--- config.mk ---
export PLATFORM = sky130hd
export DESIGN_NAME = ppp_cfg
export DESIGN_NICKNAME = d
export VERILOG_FILES = /design/src/rtl/ppp_pkg.sv /design/src/rtl/ppp_cfg.sv
export SDC_FILE = /design/constraint.sdc
export NUM_CORES = 1
export LEC_CHECK = 0
export BUFFER_PORTS_ARGS = -buffer_cell sky130_fd_sc_hd__buf_2
export CAP_MARGIN = 20
export CORE_UTILIZATION = 33
export DETAILED_ROUTE_END_ITERATION = 10
export GPL_TIMING_DRIVEN = 0
export PLACE_DENSITY = 0.65
export SYNTH_ARGS = -nofsm -noshare
export SYNTH_HDL_FRONTEND = slang
export SYNTH_SLANG_ARGS = --single-unit
export TNS_END_PERCENT = 50
--- constraint.sdc ---
create_clock -name clk_i -period 2.2 [get_ports clk_i]
set_clock_uncertainty 0.15 [all_clocks]
set_input_delay 0.44 -clock clk_i [delete_from_list [all_inputs] [get_ports clk_i]]
set_output_delay 0.44 -clock clk_i [all_outputs]
set_load 0.05 [all_outputs]
--- src/rtl/ppp_pkg.sv ---
// ----------------------------------------------------------------------------
// ppp_pkg
// Shared widths, register map and latency constants of the point projector.
// ----------------------------------------------------------------------------
package ppp_pkg;

  localparam int unsigned CoordW   = 32;   // Q16.16 point and eye coordinates
  localparam int unsigned RayW     = 33;   // point minus eye
  localparam int unsigned CompW    = 21;   // one Q1.19 basis component
  localparam int unsigned BasisW   = 63;   // three packed components
  localparam int unsigned ProdW    = RayW + CompW;
  localparam int unsigned DotW     = 56;   // sum of three products, sign included
  localparam int unsigned ScrW     = 17;   // unsigned Q1.16 screen coordinate
  localparam int unsigned AddrW    = 6;
  localparam int unsigned DataW    = 64;

  localparam int unsigned DivSteps = 17;   // one quotient bit per stage
  localparam int unsigned XformLat = 3;
  localparam int unsigned AxisLat  = 3 + DivSteps;
  localparam int unsigned TotalLat = XformLat + AxisLat;

  localparam logic [ScrW-1:0] ScrOne  = ScrW'(65536);
  localparam logic [ScrW-1:0] ScrHalf = ScrW'(32768);

  typedef enum logic [2:0] {
    REG_EYE_X   = 3'd0,
    REG_EYE_Y   = 3'd1,
    REG_EYE_Z   = 3'd2,
    REG_RIGHT   = 3'd3,
    REG_UP      = 3'd4,
    REG_FORWARD = 3'd5,
    REG_NEAR    = 3'd6,
    REG_HALF    = 3'd7
  } reg_idx_e;

  typedef enum logic [1:0] {
    ST_VISIBLE = 2'd0,
    ST_OUTSIDE = 2'd1,
    ST_BEHIND  = 2'd2
  } status_e;

  typedef struct packed {
    logic signed [CoordW-1:0] eye_x;
    logic signed [CoordW-1:0] eye_y;
    logic signed [CoordW-1:0] eye_z;
    logic [BasisW-1:0]        right;
    logic [BasisW-1:0]        up;
    logic [BasisW-1:0]        forward;
    logic [31:0]              near_dist;
    logic [63:0]              half_extents;
  } cfg_t;

endpackage

--- src/rtl/ppp_cfg.sv ---
// ----------------------------------------------------------------------------
// ppp_cfg
// Configuration register file behind an APB-style port.
// ----------------------------------------------------------------------------
module ppp_cfg
  import ppp_pkg::*;
(
  input  logic             clk_i,
  input  logic             rst_ni,
  input  logic             psel,
  input  logic             penable,
  input  logic             pwrite,
  input  logic [AddrW-1:0] paddr,
  input  logic [DataW-1:0] pwdata,
  output logic [DataW-1:0] prdata,
  output logic             pready,
  output cfg_t             cfg_o
);

  cfg_t     cfg_q;
  reg_idx_e idx;

  assign idx    = reg_idx_e'(paddr[AddrW-1:3]);
  assign pready = 1'b1;
  assign cfg_o  = cfg_q;

  always_ff @(posedge clk_i or negedge rst_ni) begin
    if (!rst_ni) begin
      cfg_q.eye_x        <= '0;
      cfg_q.eye_y        <= '0;
      cfg_q.eye_z        <= '0;
      cfg_q.right        <= '0;
      cfg_q.up           <= '0;
      cfg_q.forward      <= '0;
      cfg_q.near_dist    <= 32'd65536;
      cfg_q.half_extents <= 64'd281479271743489;
    end else if (psel && penable && pwrite) begin
      case (idx)
        REG_EYE_X:   cfg_q.eye_x        <= pwdata[CoordW-1:0];
        REG_EYE_Y:   cfg_q.eye_y        <= pwdata[CoordW-1:0];
        REG_EYE_Z:   cfg_q.eye_z        <= pwdata[CoordW-1:0];
        REG_RIGHT:   cfg_q.right        <= pwdata[BasisW-1:0];
        REG_UP:      cfg_q.up           <= pwdata[BasisW-1:0];
        REG_FORWARD: cfg_q.forward      <= pwdata[BasisW-1:0];
        REG_NEAR:    cfg_q.near_dist    <= pwdata[31:0];
        REG_HALF:    cfg_q.half_extents <= pwdata;
        default:     ;
      endcase
    end
  end

  always_comb begin
    case (idx)
      REG_EYE_X:   prdata = {32'd0, cfg_q.eye_x};
      REG_EYE_Y:   prdata = {32'd0, cfg_q.eye_y};
      REG_EYE_Z:   prdata = {32'd0, cfg_q.eye_z};
      REG_RIGHT:   prdata = {1'b0, cfg_q.right};
      REG_UP:      prdata = {1'b0, cfg_q.up};
      REG_FORWARD: prdata = {1'b0, cfg_q.forward};
      REG_NEAR:    prdata = {32'd0, cfg_q.near_dist};
      REG_HALF:    prdata = cfg_q.half_extents;
      default:     prdata = '0;
    endcase
  end

endmodule

# Word-level counts from Yosys, hierarchy flattened
# Cells that the tools add are included.
op_classes:
  reduce_logical: 11
  n_eq_ne: 7
  muxes: 1
ops:
  columns: ["cell", "n"]
  rows:
  - ["$pmux W64 S8", 1]
  - ["$reduce_and A2 Y1", 8]
  - ["$eq A3 B3 Y1 const B", 4]
  - ["$eq A3 B2 Y1 const B", 2]
  - ["$eq A3 B1 Y1 const B", 1]
  - ["$logic_not A3 Y1", 1]
  - ["$logic_and A1 B1 Y1", 2]
word_totals:
  input_bits: 75
  output_inout_bits: 446
  regBits: 381
  word_cells: 27

# Depth between registers and ports, before layout
logic_depth:
  word_depth: 3
  depth_mapped: 7
  depth_no_buf: 4

# Worst setup path before layout
# OpenSTA, ideal clock, no wires.
synth_timing:
  path_type: "input-to-output"
  from: "input paddr[5]"
  to: "output prdata[13]"
  t_required_ns: 1.610
  stages: 6
  arrival_time_ns: 2.046
  setup_slack_ns: -0.436
  n_path_buf: 2
  path_cell_list: "buf_2 > nand2b_1 > buf_2 > nor2_2 > a21oi_1 > a21oi_1"
synth_via:
  elab_chain_cells: 2
  word_cells_on_any_way: 9
  cone_classes: "eq/ne (7); mux (1); reduce/logical (1)"
synth_rtl:
  columns: ["item", "line_no", "rtl"]
  rows:
  - ["start: declaration", "ppp_cfg.sv:13", "input logic [AddrW-1:0] paddr,"]
  - ["$eq A3 B3 Y1, or another cell as far along", "ppp_cfg.sv:53", "case (idx)"]
  - ["$pmux W64 S8 *", "ppp_cfg.sv:53", null]
  - ["end: declaration", "ppp_cfg.sv:15", "output logic [DataW-1:0] prdata,"]
# Mark *: on every way between the ends. The rest lies on a longest branch, timed or not.

# Final worst setup path
layout_timing:
  from: "input paddr[3]"
  to: "output prdata[17]"
# The elaborated chain is that of the path after synthesis.

==> impl_metrics.py <==
metrics = {
    "status": {
        "outcome": "finished, violations left",
        "violated_checks": "setup timing",
    },
    "cells_and_area": {
        "leading_cell_type_in_the_layout_fill_and_taps_excluded": "buf_2",
        "layout_common_cells": "buf_2, dfrtp_1, mux2_2",
        "largest_register_ff_count": 381,
        "area.growth.synth_to_final_pct": 43.8,
        "final_cell_count_no_fill": 2573,
        "postLayoutCellArea_sq_um": 24600,
        "final_net_count": 1938,
        "drive_gt1_share_pct": 64.5,
        "layout.core_utilization_pct": 48.0,
    },
    "routing": {
        "dr_total_vias": 13700,
        "routed_wl_um": 70300,
        "final_antenna_net_count": 0,
        "avgRoutedWirePerCell_um": 27.3,
        "drc_errors": 0,
        "drt_first_pass_iters": 4,
        "via_per_inst": 5.34,
        "detail_route.iter0.violations": 791,
    },
    "worst_setup_path": {
        "worstPathCellList": "buf_8 > buf_12 > or3_4 > clkbuf_16 > o22a_2 > buf_6",
        "r2r-end": "cfg_o[134]",
        "cpPeakStageDelay_ns": 0.47,
        "crit_fanout": 10,
        "endpoint_kind": "output port",
        "critical_path.reg2reg.startpoint": "cfg_o[134]",
        "setup.reg_to_reg.worst_slack_ns": 1.12,
        "worst-setup-path-type": "primary input to output port",
        "cpLargestDelayFamily": "buffers and inverters",
        "critical_path.startpoint_type": "primary input",
        "cp_data_required_time_ns": 1.61,
        "critical_path_arrival_ns": 1.80,
        "cp.buffers_inverters": 4,
        "reg2regPathDepth": 2,
        "critical_path_cell_count": 6,
        "crit_slowest_cell": "or3_4",
    },
    "logic_synthesis": {
        "synth_edf_count": 0,
        "post_synth.cell_area_avg_sq_um": 13.8,
        "synth_mux_area_share_pct": 32.1,
        "synth_cell_types": 30,
        "syn_nets": 1314,
        "synthesis.area_sq_um": 17100,
        "yosys.area_share.xor_xnor_pct": 0,
        "ys_warn_count": 0,
        "postSynthRegisterBits": 381,
        "ys_dominant_reg_cell": "dfrtp_1",
        "combinational_family_with_the_most_area_after_synthesis": "multiplexers",
        "ys_async_rst_share_pct": 100,
        "synthesized_area_fraction_occupied_by_ao_oa_aoi_and_oai_cells_pct": 7.17,
        "proportion_of_synthesized_chip_area_in_sequential_cells_pct": 55.7,
        "yosys.area_share.simple_pct": 2.22,
        "synth_adder_area_share_pct": 0,
        "synth_cells": 1239,
    },
    "floorplan": {
        "rows": 83,
        "design.die.area_sq_um": 52800,
        "initial_utilization_pct": 33.4,
        "placeableCoreArea_sq_um": 51300,
        "horizontal_die_dimension_um": 230,
        "ioPinCount": 521,
        "die_height_um": 230,
    },
    "power_and_ir_drop": {
        "p_int_w": 0.0160,
        "p_total_w": 0.0282,
        "switching_power_w": 0.0121,
        "power_density_nw_per_um2": 1140,
        "p_sw_share_pct": 43.1,
        "p_clk_share_pct": 26.6,
        "ir_worst_vdd_uv": 765,
        "leakage_nw": 12.2,
        "comb_power_share_pct": 39.3,
        "power.share.sequential_pct": 34.2,
    },
    "clock_network": {
        "clk_pin_slew_worst_paths_ns": 0.06,
        "insertion_delay_ns": 0.56,
        "numCtsBuffers": 44,
        "clock_sink_count": 381,
        "cts_tree": "yes",
        "cts-root-to-sink-buffers": 3,
        "clock_tree.root_cell": "clkbuf_16",
        "ctsHtreeMaxLevel": 2,
    },
    "grt": {
        "groute.usage.overall_pct": 25.8,
        "grt_first_pass_wirelength_um": 99700,
        "grt_antenna_before_repair": 2,
        "grt_start_max_net_pins": 111,
        "first_global_vias": 14200,
        "globalRouteOverflowTotal": 0,
    },
    "min_path": {
        "hold_path_startpoint": "pwdata[48]",
        "timing.hold.worst_endpoint": "cfg_o[48]",
        "min_delay_path_depth": 2,
        "min_path_type": "primary input to flop",
    },
    "placement": {
        "port_buffers": 515,
        "placedInstanceArea_sq_um": 20800,
        "gp_routability_congestion": 0.884,
        "post-dp-hpwl_um": 47900,
        "placedCellCount": 2437,
        "place_worst_setup_slack_ns": -1.25,
    },
    "timing": {
        "fin_ws_ns": -0.193,
        "layout_min_cycle_time_ns": 2.39,
        "final-max-slew-violation-count": 0,
        "setup_viol": 63,
        "rsz_0062_raised_after_global_routing": "true",
        "hold_violations_final": 0,
        "tightest_slew_ns": 0.826,
        "max-slew-margin-rel_pct": 44.9,
        "finalCritPeriodShare_pct": 109,
        "max_freq_mhz": 418,
    },
    "run": {
        "max_cap_violations": 0,
    },
}
[per-stage QoR]
stage	setup TNS, ns	hold WS (ns)
3_3_place_gp	-2848.43	0.341
4_1_cts	-6.85	0.00116
6_report	-8.09	0.0447
3_5_place_dp	-230.98	0.352
5_1_grt	-9.16	0.0167
2_1_floorplan	-1.57	-0.00559
[worst max-delay path by stage]
stage / from / end
6_report: paddr[3] / prdata[17]
5_1_grt: cfg_o[324] / prdata[7]
4_1_cts: paddr[4] / prdata[28]
3_5_place_dp: paddr[3] / prdata[21]
3_3_place_gp: rst_ni / cfg_o[246]
2_1_floorplan: paddr[4] / prdata[23]
[synth_stat cells (all sizes together), types with 3 or more instances]
cell / n / share of area [%]
mux2: 381 / 25
dfrtp: 376 / 55
mux2i: 121 / 7.1
buf: 63 / 2.2
o21ai: 57 / 1.7
nand2: 40 / 0.88
a21oi: 38 / 1.1
a22o: 31 / 1.6
o22a: 26 / 1.3
o22ai: 26 / 0.95
clkbuf: 25 / 0.55
nor2: 15 / 0.45
a211oi: 6 / 0.26
a21o: 6 / 0.26
nand3: 6 / 0.18
nor3b: 6 / 0.26
dfstp: 5 / 0.77
nand2b: 3 / 0.11
[repair_timing]
action,in CTS,in global routing
setup endpoints to repair,141,198
gates cloned,7,4
setup buffers,18,8
pin swaps,23,53
hold buffers,29,0
hold endpoints to repair,212,0
resized for setup,333,155
[area by class of cell]
cell class / instances / area [sq um]
Tap cell: 680 / 851
Buffer: 85 / 1010
Antenna cell: 1 / 2.50
Multi-Input combinational cell: 769 / 7800
Timing Repair Buffer: 581 / 3960
Clock buffer: 59 / 1260
Fill cell: 4550 / 26700
Clock inverter: 16 / 199
Inverter: 1 / 5.00
Sequential cell: 381 / 9540
[worst reg2reg max path, delay by kind of cell, from the launching register on]
family / cells / cell delay (ns)
flip-flops: 1 / 0.42
buffers and inverters: 1 / 0.16
multiplexers: 1 / 0.25
[logic make-up after synthesis]
kind of cell    after synthesis
simple gates                 76
mux                         502
buf+inv                      89
other cells                   1
compound gates              190
flops                       381
[routing by layer]
| layer | part of all wire (%) | wire length (um) | GRT usage, % | vias to the layer above |
|---|---|---|---|---|
| met5 | 0.020 | 14 | 0 | - |
| li1 | - | - | - | 5809 |
| met2 | 50 | 35200 | 43.5 | 585 |
| met3 | 6.9 | 4850 | 6.35 | 128 |
| met1 | 40 | 28500 | 32.5 | 7214 |
| met4 | 2.6 | 1840 | 7.57 | 2 |
[power by group through the flow]
stage,Sequential (W),Combinational (W),Clock (W)
3_5_place_dp,0.00963,0.0102,0
2_1_floorplan,0.0143,0.00265,0
3_3_place_gp,0.00954,0.0102,0
4_1_cts,0.00953,0.0108,0.00766
6_report,0.00963,0.0111,0.00749
5_1_grt,0.00979,0.0114,0.00792
No activity file was read; power rests on OpenSTA's default activity.
